[src/hdl/c8_div.sv]
// Divider by a constant: compare and subtract against shifted copies of the divisor.
module c8_div #(
  parameter int DW      = 12,
  parameter int VW      = 8,
  parameter int DIVISOR = 64
) (
  input  logic          clk,
  input  logic          rst_n,
  input  logic          start,
  input  logic [DW-1:0] dividend,
  output logic          done,
  output logic [DW-1:0] quot,
  output logic [VW-1:0] rem
);
  logic          done_r;
  logic [DW-1:0] rem_r;
  logic [DW-1:0] quot_r;
  logic [DW-1:0] rem_nxt;
  logic [DW-1:0] quot_nxt;

  // Shifts of the divisor wider than the dividend never compare true and drop out.
  always_comb begin
    rem_nxt  = dividend;
    quot_nxt = '0;
    for (int k = DW - 1; k >= 0; k--) begin
      if (longint'(rem_nxt) >= (longint'(DIVISOR) << k)) begin
        rem_nxt     = rem_nxt - DW'(longint'(DIVISOR) << k);
        quot_nxt[k] = 1'b1;
      end
    end
  end

  always_ff @(posedge clk) begin
    if (!rst_n) begin
      done_r <= 1'b0;
    end else begin
      done_r <= start;
      if (start) begin
        rem_r  <= rem_nxt;
        quot_r <= quot_nxt;
      end
    end
  end

  assign done = done_r;
  assign quot = quot_r;
  assign rem  = rem_r[VW-1:0];
endmodule

[config.mk]
export PLATFORM = sky130hd
export DESIGN_NAME = c8_div
export DESIGN_NICKNAME = d
export VERILOG_FILES = /design/src/hdl/c8_div.sv
export SDC_FILE = /design/constraint.sdc
export NUM_CORES = 1
export LEC_CHECK = 0
export BUFFER_PORTS_ARGS = -buffer_cell sky130_fd_sc_hd__buf_2
export CAP_MARGIN = 20
export CORE_MARGIN = 1
export CORE_UTILIZATION = 49
export DETAILED_ROUTE_END_ITERATION = 6
export PLACE_DENSITY = 0.78
export SLEW_MARGIN = 25
export SYNTH_ARGS = -nofsm -noshare
export SYNTH_HDL_FRONTEND = slang
export SYNTH_SLANG_ARGS = --single-unit
[constraint.sdc]
create_clock -name clk -period 5.3 [get_ports clk]
set_clock_uncertainty 0.05 [all_clocks]
set_input_delay 0.795 -clock clk [delete_from_list [all_inputs] [get_ports clk]]
set_output_delay 0.795 -clock clk [all_outputs]
set_load 0.05 [all_outputs]
Word-level counts from Yosys, hierarchy flattened --
Cells that the tools add are included.
Cells by class: add/subtract/negate cells 6, multiply operators 0, div/mod/pow operators 0, $lt $le $gt $ge 6, equal/unequal tests 0, shift-type cells 0, muxes and demuxes 12, bitwise logic cells 0, reduce and logical (&&, ||, !) cells 1
Operators by type and width (number):
- $mux W12 | 5
- $ge A12 B10 Y1 const B | 1
- $ge A12 B11 Y1 const B | 1
- $ge A12 B12 Y1 const B | 1
- $ge A12 B7 Y1 const B | 1
- $ge A12 B8 Y1 const B | 1
- $ge A12 B9 Y1 const B | 1
- $sub A12 B10 Y12 const B | 1
- $sub A12 B11 Y12 const B | 1
- $sub A12 B12 Y12 const B | 1
- $sub A12 B8 Y12 const B | 1
- $sub A12 B9 Y12 const B | 1
- $mux W8 | 1
- $sub A8 B7 Y8 const B | 1
- $mux W1 | 6
- $reduce_and A2 Y1 | 1
Storage, ports and cells: register bits after elaboration 15, bits in latches 0, memory bits (writable) 0, ROM bits 0, input port bits 15, word-level logic and storage cells 28, memories kept 0

Depth between registers and ports, before layout --
depth in word-level cells 12, depth in mapped cells 18, mapped depth without buffers 18

Least setup slack after synthesis --
No wires, ideal clock.
path kind input port to flip-flop, start in dividend[10], end reg rem_r[7], data pin, library setup time 0.257 ns, arrival time 3.659 ns, slack 1.334 ns, cell stages on the path 17, cell sequence inv_1 -> ha_1 -> inv_1 -> a31o_2 -> a21o_1 -> ha_1 -> or3_1 -> o211ai_1 -> mux2_1 -> a221o_1 -> nand2_1 -> nand2_1 -> ha_1 -> nand3_1 -> and3_1 -> o21ai_2 -> a32o_1
On the way: cells in the longest elaborated chain, start to end 12
RTL lines:
- start, declared | line 10 | input logic [DW-1:0] dividend,
- $sub A12 B12 Y12 or $ge A12 B12 Y1 (tied branches) | line 27, 26
- $mux W12 * | line 26 | if (longint'(rem_nxt) >= (longint'(DIVISOR) << k)) begin
- $sub A12 B11 Y12 or $ge A12 B11 Y1 (tied branches) | line 27, 26
- $mux W12 * | line 26
- $sub A12 B10 Y12 or $ge A12 B10 Y1 (tied branches) | line 27, 26
- $mux W12 * | line 26
- $sub A12 B9 Y12 or $ge A12 B9 Y1 (tied branches) | line 27, 26
- $mux W12 * | line 26
- $sub A12 B8 Y12 or $ge A12 B8 Y1 (tied branches) | line 27, 26
- $mux W12 * | line 26
- $ge A12 B7 Y1 or $sub A8 B7 Y8 (tied branches) | line 26, 27
- $mux W8 * | line 26
- named net rem_nxt[7] | line 18 | logic [DW-1:0] rem_nxt;
- end signal, assigned | line 39 | rem_r <= rem_nxt;
- end, declared | line 16 | logic [DW-1:0] rem_r;
The timed path passes the listed nets; every way through them passes the cells marked *. A chain may end at the register's enable or synchronous reset.

Worst setup path in the final report --
Ends and elaborated chain as after synthesis.

==> summary.txt <==
Routing
  • Met1 Wirelength: 841 um
  • Detailed-route vias per instance: 5.48
  • Total met2 wirelength after detailed routing: 925 um
  • Highest routed layer: met4
  • Overall routed net length: 1890 um
  • Routed wire length per instance: 12.0 um
  • DR vias: 861
  • Length of the first detailed-routing pass in iterations: 4
  • Post-route DRC violation count: 0
  • Met3 WL post-DR: 103 um
  • First DRT Iteration DRCs: 16
  • Post-route antenna net violation count: 0

Clocking
  • Number of gates given a new drive strength after cts: 0
  • CTS sink count: 15
  • Post-CTS Setup Repair Bufs: 0
  • Maximum clock path buffer count: 2
  • Number of buffers added by the clock tree synthesis step: 3
  • Number of H-tree levels: 1
  • Root buffer cell: clkbuf_4
  • CTS tree: done
  • Hold buffer count at CTS: 0
  • Post-CTS clock slew at the launch and capture registers of the worst setup and hold paths: 0.08 ns

Timing
  • Final critical delay including setup and external delays: 4.21 ns
  • Maximum frequency from static timing analysis: 238 MHz
  • Fraction of the cycle the final worst path needs: 0.794
  • Setup violations, final: 0
  • Actual slew at the worst max-slew pin: 0.576 ns
  • Sum of negative setup slack: 0 ns
  • Final WS setup: 1.09 ns
  • Slew headroom: 0.616
  • Final-report max-slew violation count: 0
  • Unrepaired setup endpoints after global routing: no
  • Final hold viol count: 0

Cells and area
  • Diode insertion count for antenna repair: 0
  • Number of nets in the final layout: 152
  • Finished Layout Cells: 157
  • Ratio of cells with drive above 1 in the final layout: 0.338
  • Layout area overhead: 16.7%

Job
  • Number of max-capacitance violations reported: 0

Placement
  • Buffers added on ports: 29
  • Post-placement cell count: 153
  • Pre-CTS setup slack: 0.845 ns
  • DP Wirelength: 1520 um
  • Weighted congestion reported at the end of routability-driven placement: 0.796

Synth
  • Synthesized flop and latch total: 15
  • Instance count of the mapped netlist: 99
  • Cell type with the largest total area after synthesis: edfxtp_1
  • Predominant post-synthesis flop cell: edfxtp_1
  • YS warnings: 0
  • Fraction of post-synthesis cell area in the top cell type by area: 0.401
  • Number of library cell types mapped by synthesis: 46
  • Async S/R FF share, synth: 0
  • Largest cells by area after synthesis: edfxtp_1 40%, ha_1 7.2%, buf_4 4.3%
  • Cell area after synthesis: 1050 um^2
  • Fraction of the yosys area taken by sequential cells: 0.420
  • Number of enable-type register cells in the synthesized netlist: 14
  • Avg Cell Area, Syn: 10.6 um^2

Global routing
  • Aggregate global routing overflow: 0
  • GRT Resource Usage Total: 0.187
  • Antenna violations before repair: 0
  • Global-route wire length before repair: 3040 um
  • Number of global-route vias before repair: 734
  • Largest net degree at the start of global routing: 15

Floorplanning
  • Die boundary width: 48.3 um
  • Core box area: 1980 um^2
  • Number of core rows: 16
  • Initial cell density of the core: 0.529
  • Die area: 2330 um^2
  • Io pins: 36
  • Floorplan die height: 48.3 um

Power
  • Total power consumption of the routed design: 0.314 mW
  • P per Cell Area: 256 nW/um^2
  • Worst vdd ir: 0.120 mV
  • Lkg Pwr: 0.526 nW

Worst setup path
  • Max FO, Critical Path: 7
  • Critical path's most frequent cell: ha_1
  • Category of the worst setup path launch point: input port
  • Cell chain of the critical path: buf_2 -> inv_1 -> ha_1 -> inv_1 -> a31o_2 -> a21o_1 -> ha_1 -> nor4_1 -> nand4_1 -> o211ai_1 -> mux2_1 -> a221o_1 -> nand2_1 -> nand2_1 -> ha_1 -> nand3_1 -> and3_1 -> o21ai_2 -> a32o_1
  • Worst endpoint data arrival time: 4.19 ns
  • Slowest cell on crit path: mux2_1
  • Largest delay contributor family on the critical path: compound AO/OA/AOI/OAI gates
  • Path type of the worst setup path: in2reg
  • Total buffers and inverters traversed by the critical path: 3
  • Number of logic stages on the critical path including buffering: 19
  • Max incr delay on CP: 0.36 ns
  • Required time at the worst-slack endpoint: 5.28 ns
  • Worst setup EP type: flop

Run status
  • Run status: finished clean

Hold path
  • Hold-critical path depth: 1
  • Type of the tightest min-delay check: in2reg
==> worst paths after layout <==
kind	startpoint	end	slack [ns]
min	dividend[11]	quot[5]$_DFFE_PP_	0.64
max	dividend[10]	rem_r[7]$_DFFE_PP_	1.09
==> kinds of logic (layout without fill, tap and decap cells) <==
family | after synthesis | in the layout | synth area share
buffers and inverters | 16 | 42 | 0.0788
AND/OR/NAND/NOR | 38 | 38 | 0.243
AO/OA/AOI/OAI | 18 | 18 | 0.143
flip-flops | 15 | 15 | 0.420
XOR/XNOR | 3 | 3 | 0.0251
adder cells (fa/ha/maj) | 6 | 6 | 0.0716
multiplexers | 1 | 1 | 0.0107
other | 2 | 7 | 0.00716
==> layer usage <==
| layer | track usage | up-vias |
|---|---|---|
| met5 | 0 | - |
| met4 | 0.0667 | 0 |
| met3 | 0.0370 | 3 |
| met2 | 0.307 | 33 |
| met1 | 0.243 | 405 |
| li1 | - | 420 |
==> cells in the final DEF (no fill, tap or decap), drive strengths merged, types with 2 or more instances in the layout <==
| cell type | synthesis | final |
|---|---|---|
| clkbuf | 1 | 4 |
| and4 | 2 | 2 |
| a21oi | 2 | 2 |
| nand2 | 6 | 6 |
| xnor2 | 2 | 2 |
| and3 | 2 | 2 |
| o21ai | 5 | 5 |
| and2 | 2 | 2 |
| nand3 | 3 | 3 |
| conb | 2 | 7 |
| edfxtp | 14 | 14 |
| buf | 6 | 29 |
| nand3b | 2 | 2 |
| o31ai | 2 | 2 |
| inv | 9 | 9 |
| nor2b | 3 | 3 |
| nor2 | 3 | 3 |
| nor4 | 3 | 3 |
| nor3b | 3 | 3 |
| nor3 | 3 | 3 |
| nand4 | 2 | 2 |
| ha | 6 | 6 |
==> per-stage QoR <==
step,area [um^2],util,hold slack [ns]
finish,1220,0.617,0.642
global route,1220,0.617,0.624
CTS,1220,0.617,0.642
detailed placement,1200,0.604,0.927
global placement,1200,0.604,0.926
floorplan,1070,-,0.844
==> final cells by class <==
| type | instances | area, um^2 |
|---|---|---|
| fillers | 180 | 758 |
| multi-input cells | 73 | 544 |
| flip-flops and latches | 15 | 440 |
| repair buffers | 29 | 145 |
| inverters | 9 | 33.8 |
| well taps | 27 | 33.8 |
| clock buffers | 4 | 26.3 |
==> synth_stat cells, types with 2 or more instances <==
cell and n:
ha_1 6, nand3_1 3, nand4_1 2, nor3b_1 2, edfxtp_1 14, nor2b_1 3
nand2_1 6, nor3_1 3, xnor2_1 2, inv_1 8, o21ai_1 2, nor2_1 3
nand3b_1 2, o21ai_0 2, o31ai_1 2, conb_1 2, buf_4 6, and3_1 2
and2_1 2
==> state kept, by name, indices dropped and copies added, names as in the netlist <==
name / flops
done: 1
quot: 6
rem_r: 8
==> power by group <==
| part | switching [mW] | internal (mW) |
|---|---|---|
| Sequential | 0.00144 | 0.139 |
| Combinational | 0.0784 | 0.0338 |
| Clock | 0.0319 | 0.0292 |
Note: power is estimated with default switching activity, not from simulation.
